<file path="config.mk">
export PLATFORM = sky130hd
export DESIGN_NAME = moving_average_filter_core
export DESIGN_NICKNAME = d
export VERILOG_FILES = /design/src/maf_pkg.sv /design/src/maf_divider.sv /design/src/moving_average_filter_core.sv
export SDC_FILE = /design/constraint.sdc
export NUM_CORES = 1
export LEC_CHECK = 0
export BUFFER_PORTS_ARGS = -buffer_cell sky130_fd_sc_hd__buf_4
export CAP_MARGIN = 20
export CORE_MARGIN = 4
export CORE_UTILIZATION = 50
export CTS_BUF_LIST = sky130_fd_sc_hd__clkbuf_8
export DETAILED_ROUTE_END_ITERATION = 10
export HOLD_SLACK_MARGIN = 0.1
export PLACE_DENSITY = 0.69
export RECOVER_POWER = 50
export SYNTH_ARGS = -nofsm -noshare
export SYNTH_HDL_FRONTEND = slang
export SYNTH_SLANG_ARGS = --single-unit
</file>
<file path="constraint.sdc">
create_clock -name clk_i -period 4 [get_ports clk_i]
set_clock_uncertainty 0.05 [all_clocks]
set_input_delay 0.4 -clock clk_i [delete_from_list [all_inputs] [get_ports clk_i]]
set_output_delay 0.4 -clock clk_i [all_outputs]
set_load 0.02 [all_outputs]
</file>
<file path="src/maf_pkg.sv">
`timescale 1ns / 1ps
// ----------------------------------------------------------------------------
// maf_pkg
// shared widths and constants of the boxcar moving average
// ----------------------------------------------------------------------------
package maf_pkg;

  // fixed field widths
  localparam int TOTAL_BITS = 22;
  localparam int MEAN_BITS  = 16;
  localparam int TS_BITS    = 32;
  localparam int WL_BITS    = 7;

  // window length after reset
  localparam logic [WL_BITS-1:0] WL_RESET = 7'd4;

  typedef logic [TOTAL_BITS-1:0] total_mag_t;

endpackage

</file>
<file path="src/maf_divider.sv">
`timescale 1ns / 1ps
// ----------------------------------------------------------------------------
// maf_divider
// restoring unsigned divider, one quotient bit per cycle
// ----------------------------------------------------------------------------
module maf_divider import maf_pkg::*; #(
  parameter int DVS_W = 7
) (
  input  logic             clk_i,
  input  logic             rst_ni,
  input  logic             start_i,
  input  total_mag_t       dividend_i,
  input  logic [DVS_W-1:0] divisor_i,
  output logic             done_o,
  output total_mag_t       quotient_o
);

  localparam int CNT_W = $clog2(TOTAL_BITS + 1);

  logic             busy_q, busy_d;
  logic             done_q, done_d;
  logic [CNT_W-1:0] cnt_q, cnt_d;
  total_mag_t       dvd_q, dvd_d;
  logic [DVS_W:0]   rem_q, rem_d;
  logic [DVS_W-1:0] dvs_q, dvs_d;
  logic [DVS_W:0]   rem_sh;
  logic             ge;

  assign rem_sh = {rem_q[DVS_W-1:0], dvd_q[TOTAL_BITS-1]};
  assign ge     = rem_sh >= {1'b0, dvs_q};

  always_comb begin
    busy_d = busy_q;
    done_d = 1'b0;
    cnt_d  = cnt_q;
    dvd_d  = dvd_q;
    rem_d  = rem_q;
    dvs_d  = dvs_q;
    if (start_i) begin
      busy_d = 1'b1;
      cnt_d  = CNT_W'(TOTAL_BITS);
      dvd_d  = dividend_i;
      rem_d  = '0;
      dvs_d  = divisor_i;
    end else if (busy_q) begin
      rem_d = ge ? (rem_sh - {1'b0, dvs_q}) : rem_sh;
      dvd_d = {dvd_q[TOTAL_BITS-2:0], ge};
      cnt_d = cnt_q - 1'b1;
      if (cnt_q == CNT_W'(1)) begin
        busy_d = 1'b0;
        done_d = 1'b1;
      end
    end
  end

  always_ff @(posedge clk_i or negedge rst_ni) begin
    if (!rst_ni) begin
      busy_q <= 1'b0;
      done_q <= 1'b0;
      cnt_q  <= '0;
    end else begin
      busy_q <= busy_d;
      done_q <= done_d;
      cnt_q  <= cnt_d;
    end
  end

  always_ff @(posedge clk_i) begin
    dvd_q <= dvd_d;
    rem_q <= rem_d;
    dvs_q <= dvs_d;
  end

  assign done_o     = done_q;
  assign quotient_o = dvd_q;

endmodule

</file>
<file path="src/moving_average_filter_core.sv">
`timescale 1ns / 1ps
// ----------------------------------------------------------------------------
// moving_average_filter_core
// boxcar moving average: sum and truncated mean of the last window_length
// samples, kept in a circular history memory
// ----------------------------------------------------------------------------
//  channel   signals                                         direction
//  -------   ----------------------------------------------  ---------
//  input     in_valid_i/in_ready_o, sample_i, time_stamp_i,  in
//            start_record_i
//  output    out_valid_o/out_ready_i, time_stamp_out_o,      out
//            window_total_o, mean_o
//  config    cfg_we_i, cfg_wdata_i (window_length)           in
//
//  an item is taken only in the idle step and passes the store, read,
//  saturate, divide and output steps before the next one is taken; the
//  read step makes used reads, used being the smaller of the clamped
//  window length and the samples stored in this record, one read per cycle
//  on the single memory read port; the mean comes from the bit-serial divider
//  reset clears the pointers, fill count and handshakes; the history needs
//  no clearing, only slots written in the current record are read
//  a result waiting on out_ready_i does not stop the next item being taken;
//  that item holds in its last step until the output register is free
// ----------------------------------------------------------------------------
module moving_average_filter_core import maf_pkg::*; #(
  parameter int WINDOW_MAX  = 64,
  parameter int SAMPLE_BITS = 16
) (
  input  logic                          clk_i,
  input  logic                          rst_ni,
  // configuration
  input  logic                          cfg_we_i,
  input  logic [WL_BITS-1:0]            cfg_wdata_i,
  // input items
  input  logic                          in_valid_i,
  output logic                          in_ready_o,
  input  logic signed [SAMPLE_BITS-1:0] sample_i,
  input  logic [TS_BITS-1:0]            time_stamp_i,
  input  logic                          start_record_i,
  // result items
  output logic                          out_valid_o,
  input  logic                          out_ready_i,
  output logic [TS_BITS-1:0]            time_stamp_out_o,
  output logic signed [TOTAL_BITS-1:0]  window_total_o,
  output logic signed [MEAN_BITS-1:0]   mean_o
);

  // widths following from the parameters
  localparam int SLOT_W = $clog2(WINDOW_MAX);
  localparam int N_W    = $clog2(WINDOW_MAX + 1);
  localparam int L_W    = (N_W > WL_BITS) ? N_W : WL_BITS;
  localparam int ACC_W  = SAMPLE_BITS + N_W + 1;
  localparam int EXT_W  = (ACC_W > TOTAL_BITS) ? ACC_W : TOTAL_BITS;

  localparam logic signed [EXT_W-1:0] TOT_MAX = EXT_W'(2 ** (TOTAL_BITS - 1) - 1);
  localparam logic signed [EXT_W-1:0] TOT_MIN = -TOT_MAX - EXT_W'(1);
  localparam total_mag_t MEAN_POS_LIM = TOTAL_BITS'(2 ** (MEAN_BITS - 1) - 1);
  localparam total_mag_t MEAN_NEG_LIM = TOTAL_BITS'(2 ** (MEAN_BITS - 1));
  localparam logic [MEAN_BITS-1:0] MEAN_MAX = {1'b0, {(MEAN_BITS-1){1'b1}}};
  localparam logic [MEAN_BITS-1:0] MEAN_MIN = {1'b1, {(MEAN_BITS-1){1'b0}}};

  // sequencer states
  localparam logic [2:0] S_IDLE  = 3'd0;
  localparam logic [2:0] S_STORE = 3'd1;
  localparam logic [2:0] S_READ  = 3'd2;
  localparam logic [2:0] S_SAT   = 3'd3;
  localparam logic [2:0] S_DIV   = 3'd4;
  localparam logic [2:0] S_OUT   = 3'd5;

  logic [2:0]                  state_q, state_d;
  logic [WL_BITS-1:0]          wl_q;
  logic signed [SAMPLE_BITS-1:0] sample_q, sample_d;
  logic [TS_BITS-1:0]          ts_q, ts_d;
  logic                        start_q, start_d;
  logic [N_W-1:0]              n_q, n_d;
  logic [SLOT_W-1:0]           slot_q, slot_d;
  logic [N_W-1:0]              fill_q, fill_d;
  logic [SLOT_W-1:0]           rd_idx_q, rd_idx_d;
  logic [N_W-1:0]              left_q, left_d;
  logic                        rd_vld_q, rd_vld_d;
  logic signed [ACC_W-1:0]     acc_q, acc_d;
  logic signed [TOTAL_BITS-1:0] total_q, total_d;
  logic signed [MEAN_BITS-1:0] mean_q, mean_d;
  logic                        out_valid_q, out_valid_d;
  logic [TS_BITS-1:0]          ts_out_q;
  logic signed [TOTAL_BITS-1:0] total_out_q;
  logic signed [MEAN_BITS-1:0] mean_out_q;

  // history memory
  logic [SAMPLE_BITS-1:0]      hist_mem [WINDOW_MAX];
  logic signed [SAMPLE_BITS-1:0] rd_data_q;
  logic                        wr_en, rd_en;
  logic [SLOT_W-1:0]           wr_slot;

  // combinational helpers
  logic [L_W-1:0]              wl_ext;
  logic [N_W-1:0]              fill_base, fill_new, used;
  logic [SLOT_W-1:0]           slot_base;
  logic signed [EXT_W-1:0]     acc_ext;
  logic signed [TOTAL_BITS-1:0] total_sat;
  logic                        neg;
  total_mag_t                  total_abs, quot;
  logic                        div_start, div_done;
  logic                        out_load;

  assign in_ready_o = (state_q == S_IDLE);
  assign out_load   = (state_q == S_OUT) && (!out_valid_q || out_ready_i);
  assign div_start  = (state_q == S_SAT);

  // window length clamped to 1..WINDOW_MAX
  assign wl_ext = L_W'(wl_q);

  // store step: a start flag restarts the record at slot zero
  assign fill_base = start_q ? '0 : fill_q;
  assign slot_base = start_q ? '0 : slot_q;
  assign fill_new  = (fill_base == N_W'(WINDOW_MAX)) ? fill_base : fill_base + 1'b1;
  assign used      = (n_q < fill_new) ? n_q : fill_new;

  // total saturated to its field, then sign and magnitude for the divider
  assign acc_ext   = EXT_W'(acc_q);
  assign total_sat = (acc_ext > TOT_MAX) ? TOTAL_BITS'(TOT_MAX) :
                     (acc_ext < TOT_MIN) ? TOTAL_BITS'(TOT_MIN) :
                     TOTAL_BITS'(acc_ext);
  assign neg       = total_q[TOTAL_BITS-1];
  assign total_abs = total_sat[TOTAL_BITS-1] ? (~total_sat + 1'b1) : total_sat;

  assign wr_en   = (state_q == S_STORE);
  assign wr_slot = slot_base;

  always_comb begin
    state_d     = state_q;
    sample_d    = sample_q;
    ts_d        = ts_q;
    start_d     = start_q;
    n_d         = n_q;
    slot_d      = slot_q;
    fill_d      = fill_q;
    rd_idx_d    = rd_idx_q;
    left_d      = left_q;
    rd_vld_d    = 1'b0;
    rd_en       = 1'b0;
    acc_d       = acc_q;
    total_d     = total_q;
    mean_d      = mean_q;
    out_valid_d = out_valid_q;

    if (out_valid_q && out_ready_i) begin
      out_valid_d = 1'b0;
    end

    case (state_q)
      S_IDLE: begin
        if (in_valid_i) begin
          sample_d = sample_i;
          ts_d     = time_stamp_i;
          start_d  = start_record_i;
          if (wl_q == '0) begin
            n_d = N_W'(1);
          end else if (wl_ext > L_W'(WINDOW_MAX)) begin
            n_d = N_W'(WINDOW_MAX);
          end else begin
            n_d = N_W'(wl_ext);
          end
          state_d = S_STORE;
        end
      end
      S_STORE: begin
        fill_d   = fill_new;
        slot_d   = (slot_base == SLOT_W'(WINDOW_MAX - 1)) ? '0 : slot_base + 1'b1;
        rd_idx_d = slot_base;
        left_d   = used;
        acc_d    = '0;
        state_d  = S_READ;
      end
      S_READ: begin
        // one read issued per cycle, newest sample first, read data registered
        if (left_q != '0) begin
          rd_en    = 1'b1;
          rd_vld_d = 1'b1;
          left_d   = left_q - 1'b1;
          rd_idx_d = (rd_idx_q == '0) ? SLOT_W'(WINDOW_MAX - 1) : rd_idx_q - 1'b1;
        end
        if (rd_vld_q) begin
          acc_d = acc_q + ACC_W'(rd_data_q);
        end
        if (left_q == '0 && !rd_vld_q) begin
          state_d = S_SAT;
        end
      end
      S_SAT: begin
        total_d = total_sat;
        state_d = S_DIV;
      end
      S_DIV: begin
        if (div_done) begin
          if (!neg) begin
            mean_d = (quot > MEAN_POS_LIM) ? MEAN_MAX : MEAN_BITS'(quot);
          end else begin
            mean_d = (quot > MEAN_NEG_LIM) ? MEAN_MIN : MEAN_BITS'(~quot + 1'b1);
          end
          state_d = S_OUT;
        end
      end
      S_OUT: begin
        if (out_load) begin
          out_valid_d = 1'b1;
          state_d     = S_IDLE;
        end
      end
      default: begin
        state_d = S_IDLE;
      end
    endcase
  end

  always_ff @(posedge clk_i or negedge rst_ni) begin
    if (!rst_ni) begin
      state_q     <= S_IDLE;
      wl_q        <= WL_RESET;
      slot_q      <= '0;
      fill_q      <= '0;
      left_q      <= '0;
      rd_vld_q    <= 1'b0;
      out_valid_q <= 1'b0;
    end else begin
      state_q     <= state_d;
      slot_q      <= slot_d;
      fill_q      <= fill_d;
      left_q      <= left_d;
      rd_vld_q    <= rd_vld_d;
      out_valid_q <= out_valid_d;
      if (cfg_we_i) begin
        wl_q <= cfg_wdata_i;
      end
    end
  end

  // payload registers
  always_ff @(posedge clk_i) begin
    sample_q <= sample_d;
    ts_q     <= ts_d;
    start_q  <= start_d;
    n_q      <= n_d;
    rd_idx_q <= rd_idx_d;
    acc_q    <= acc_d;
    total_q  <= total_d;
    mean_q   <= mean_d;
    if (out_load) begin
      ts_out_q    <= ts_q;
      total_out_q <= total_q;
      mean_out_q  <= mean_q;
    end
  end

  // history: one write port, one registered read port
  always_ff @(posedge clk_i) begin
    if (wr_en) begin
      hist_mem[wr_slot] <= sample_q;
    end
  end

  always_ff @(posedge clk_i) begin
    if (rd_en) begin
      rd_data_q <= hist_mem[rd_idx_q];
    end
  end

  maf_divider #(
    .DVS_W (N_W)
  ) u_divider (
    .clk_i      (clk_i),
    .rst_ni     (rst_ni),
    .start_i    (div_start),
    .dividend_i (total_abs),
    .divisor_i  (n_q),
    .done_o     (div_done),
    .quotient_o (quot)
  );

  assign out_valid_o      = out_valid_q;
  assign time_stamp_out_o = ts_out_q;
  assign window_total_o   = total_out_q;
  assign mean_o           = mean_out_q;

  // checks
  a_fill_bound : assert property (@(posedge clk_i) disable iff (!rst_ni)
    fill_q <= N_W'(WINDOW_MAX))
    else $error("fill count beyond history depth");

  a_slot_bound : assert property (@(posedge clk_i) disable iff (!rst_ni)
    slot_q <= SLOT_W'(WINDOW_MAX - 1))
    else $error("write slot outside history");

  a_reads_in_window : assert property (@(posedge clk_i) disable iff (!rst_ni)
    (state_q == S_READ) |-> (left_q <= n_q))
    else $error("more reads pending than the window holds");

  a_div_done_state : assert property (@(posedge clk_i) disable iff (!rst_ni)
    div_done |-> (state_q == S_DIV))
    else $error("divider finished outside the divide step");

  a_result_origin : assert property (@(posedge clk_i) disable iff (!rst_ni)
    $rose(out_valid_q) |-> ($past(state_q) == S_OUT))
    else $error("result shown without passing the output step");

endmodule
</file>
==> impl_metrics.json <==
{
  "drc": 0,
  "routedWlPerCell_um": 25.70,
  "start_util_pct": 50.39,
  "pwr-share-seq_pct": 43.2,
  "fin_nets": 3229,
  "hold_viol": 0,
  "io_pins": 133,
  "power_frac_comb_pct": 32.3,
  "pre_cts_ws_ns": 0.7703,
  "ys_seq_elements": 1309,
  "routed_wl_mm": 119.6,
  "layout_setup_ws_ns": 0.5841,
  "fin_crit_ns": 3.416,
  "cts.sinks": 1309,
  "crit_family": "buffers and inverters",
  "crit_required_ns": 4.09,
  "grt_util_met3_pct": 4.590,
  "dominantRegCellSynth": "edfxtp_1",
  "vias": 27610,
  "synth_cell_type_count": 70,
  "whs_ns": 0.2550,
  "maxSlewViolCount": 1102,
  "grtUsageTotal_pct": 22.15,
  "routed_via_density": 5.933,
  "cts_tree": "yes",
  "cpMaxStageDelayCell": "clkbuf_1",
  "powerDensity_nw_per_um2": 694.0,
  "die_area_um2": 109500,
  "tightest_slew_ns": 3.257,
  "grt_max_degree": 109,
  "status": "finished, violations left",
  "crit_buf_inv": 1,
  "fin_util_pct": 57.39,
  "post_cts_buffers": 0,
  "p_switching_mw": 13.74,
  "die_x_um": 330.9,
  "dp_hpwl_mm": 71.63,
  "grt_pass1_vias": 28130,
  "fp-row-count": 118,
  "synth-edff-count": 1263,
  "drtIter0Drc": 2836,
  "critPathMaxStageDelay_ns": 2.23,
  "syn_area_um2": 52150,
  "core_area_um2": 103500,
  "synth_warnings": 0,
  "violations": "max-capacitance violations, max-slew violations",
  "root_buffer": "clkbuf_8",
  "critPathMaxFanout": 64,
  "timing.setup.tns_ns": 0,
  "placement.io_buffers": 132,
  "dr.pass1.iters": 6,
  "clk_pin_slew_worst_paths_ns": 0.06,
  "clockBufferDepth": 3,
  "grt_overflow": 0,
  "htree_levels": 4,
  "numCtsBuffers": 202,
  "syn_inst": 2725,
  "criticalPathCategory": "reg2reg",
  "setup_viol": 0,
  "avgSynthCellArea_um2": 19.14,
  "rsz0062_at_grt": "false",
  "slew_headroom_pct": -117.2,
  "period_share_pct": 85.40,
  "grt_most_used_layer": "met2",
  "max_freq_mhz": 292.7,
  "p_sw_share_pct": 33.32,
  "p_leak_nw": 19.46,
  "total_power_mw": 41.23,
  "synthToLayoutAreaGrowth_pct": 13.91,
  "ant_nets": 0,
  "gp_congestion": 0.8668,
  "peakVddDrop_v": 0.0005900,
  "hp-class": "in2reg",
  "synthesis.nets": 2835,
  "cp-start-kind": "flop",
  "ys_seq_area_share_pct": 74.87,
  "grt_pass1_wl_mm": 179.1,
  "antenna_found_initial": 2,
  "drive_gt1_share_pct": 23.01,
  "grt_util_met2_pct": 35.97,
  "clockPowerShare_pct": 24.5,
  "async_flop_share_pct": 2.979,
  "arrival_ns": 3.51,
  "met1_usage_pct": 30.65,
  "die_h_um": 330.9,
  "clock_latency_ns": 0.86,
  "maxCapViolations": 18,
  "p_int_mw": 27.49,
  "path_cells": "clkbuf_1",
  "cp-end-kind": "flop"
}
## cell usage after synthesis (5+ instances only)
cell / number / area share (%)
nor4_1: 5 / 0.060
dfrtp_1: 38 / 1.8
o221ai_1: 13 / 0.22
clkbuf_1: 97 / 0.70
o21ai_0: 95 / 0.91
nor2b_1: 26 / 0.31
xor2_1: 28 / 0.47
o21a_1: 16 / 0.23
ha_1: 47 / 1.1
nand3b_1: 10 / 0.14
o31ai_1: 6 / 0.086
nand2b_1: 12 / 0.14
or4_1: 5 / 0.072
or2_2: 14 / 0.17
a211oi_1: 22 / 0.32
nand2_1: 104 / 0.75
nand3_1: 23 / 0.22
mux4_2: 293 / 13
mux2i_1: 23 / 0.44
a21o_1: 16 / 0.23
edfxtp_1: 1263 / 73
buf_1: 27 / 0.19
nand4_1: 7 / 0.084
a311oi_1: 9 / 0.15
and2_1: 5 / 0.060
buf_2: 13 / 0.12
inv_1: 45 / 0.32
o22ai_1: 18 / 0.22
a31oi_1: 16 / 0.19
a22oi_1: 16 / 0.23
a21oi_1: 67 / 0.64
and3_1: 10 / 0.12
nor3_1: 44 / 0.42
or3_1: 6 / 0.072
dfxtp_1: 7 / 0.27
nor3b_1: 7 / 0.10
mux2_2: 13 / 0.28
xnor2_1: 20 / 0.34
nor2_1: 182 / 1.3
## routing by layer
metal  share of wire [%]  routed length [µm]
met5               0.011                  13
met4                 2.4                2868
met3                 8.9               10600
met2                  49               58590
met1                  40               47510
## layout by cell type, fill, tap and decap left out, types with 9 or more instances in the layout
cell type and n:
edfxtp_1 1263, mux4_2 293, clkbuf_8 202, nor2_1 181, buf_4 120, nand2_1 104
inv_1 95, o21ai_0 95, clkbuf_1 85, a21oi_1 67, dlygate4sd3_1 67, clkinv_1 59
clkbuf_4 48, ha_1 47, nor3_1 43, dfrtp_1 38, xor2_1 28, nor2b_1 26
nand3_1 23, mux2i_1 23, a211oi_1 22, clkinv_2 21, xnor2_1 20, o22ai_1 18
o21a_1 16, a21o_1 16, a22oi_1 16, a31oi_1 15, or2_2 14, mux2_2 13
o221ai_1 13, nand2b_1 12, nand3b_1 10, and3_1 10, a311oi_1 9
## final cells by class
class	instances	area [µm²]
multi-input combinational	1232	12410
clock buffer	202	2780
fill	7628	44090
inverter	46	172.7
timing repair buffer	328	2419
tap	1380	1727
clock inverter	151	839.6
sequential	1309	39040
antenna	5	12.51
## path summary, 6_finish.rpt
| path | from | endpoint | slack [ns] | depth (start not counted) |
|---|---|---|---|---|
| worst max-delay path | sample_q[10]$_DFFE_PP_ | hist_mem[29][10]$_DFFE_PP_ | 0.58 | 1 |
| worst max register to register | sample_q[10]$_DFFE_PP_ | hist_mem[29][10]$_DFFE_PP_ | 0.58 | 1 |
| max in group asynchronous | rst_ni | slot_q[3]$_DFFE_PN0P_ | 1.29 | 4 |
| worst min register to register | ts_q[12]$_DFFE_PP_ | time_stamp_out_o[12]$_DFFE_PP_ | 0.36 | 0 |
| min in group asynchronous | rst_ni | wl_ext[2]$_DFFE_PN1P_ | 0.56 | 3 |
| worst min-delay path | sample_i[6] | sample_q[6]$_DFFE_PP_ | 0.26 | 2 |
## cells by family (layout without fill, tap and decap cells)
family	count (synthesis)	after routing	synth area share [%]
adder cells (fa/ha/maj)	49	49	1.204
other	0	5	0
AO/OA/AOI/OAI	337	337	4.151
AND/OR/NAND/NOR	469	469	4.220
buffers and inverters	184	727	1.370
flip-flops	1309	1309	74.87
multiplexers	329	329	13.38
XOR/XNOR	48	48	0.8062
## through the flow
stage | instances | area, µm²
floorplan | 2725 | 52150
global placement | 4226 | 55380
detailed placement | 4226 | 55380
CTS | 4647 | 59690
global route | 4653 | 59400
finish | 4653 | 59400
## power by group through the flow
stage	clock [mW]	sequential [mW]	combinational, mW
3_5_place_dp	0	18.0	13.3
6_report	10.1	17.8	13.3
3_3_place_gp	0	17.9	13.0
2_1_floorplan	0	17.8	9.07
5_1_grt	11.0	17.9	14.4
4_1_cts	10.3	17.7	13.4
## flip-flops by register name (all words and copies together) (netlist names), 22 cells and up
name / cells
acc_ext: 24
hist_mem: 1024
time_stamp_out_o: 32
total_q: 22
ts_q: 32
u_divider.quotient_o: 22
window_total_o: 22
## timing repair
item | CTS | global route
hold buffers | 68 | 0
resized for setup | 0 | 0
endpoints found under the setup margin | 0 | 0
hold endpoints to repair | 98 | 0
Note: power is estimated with default switching activity, not from simulation.
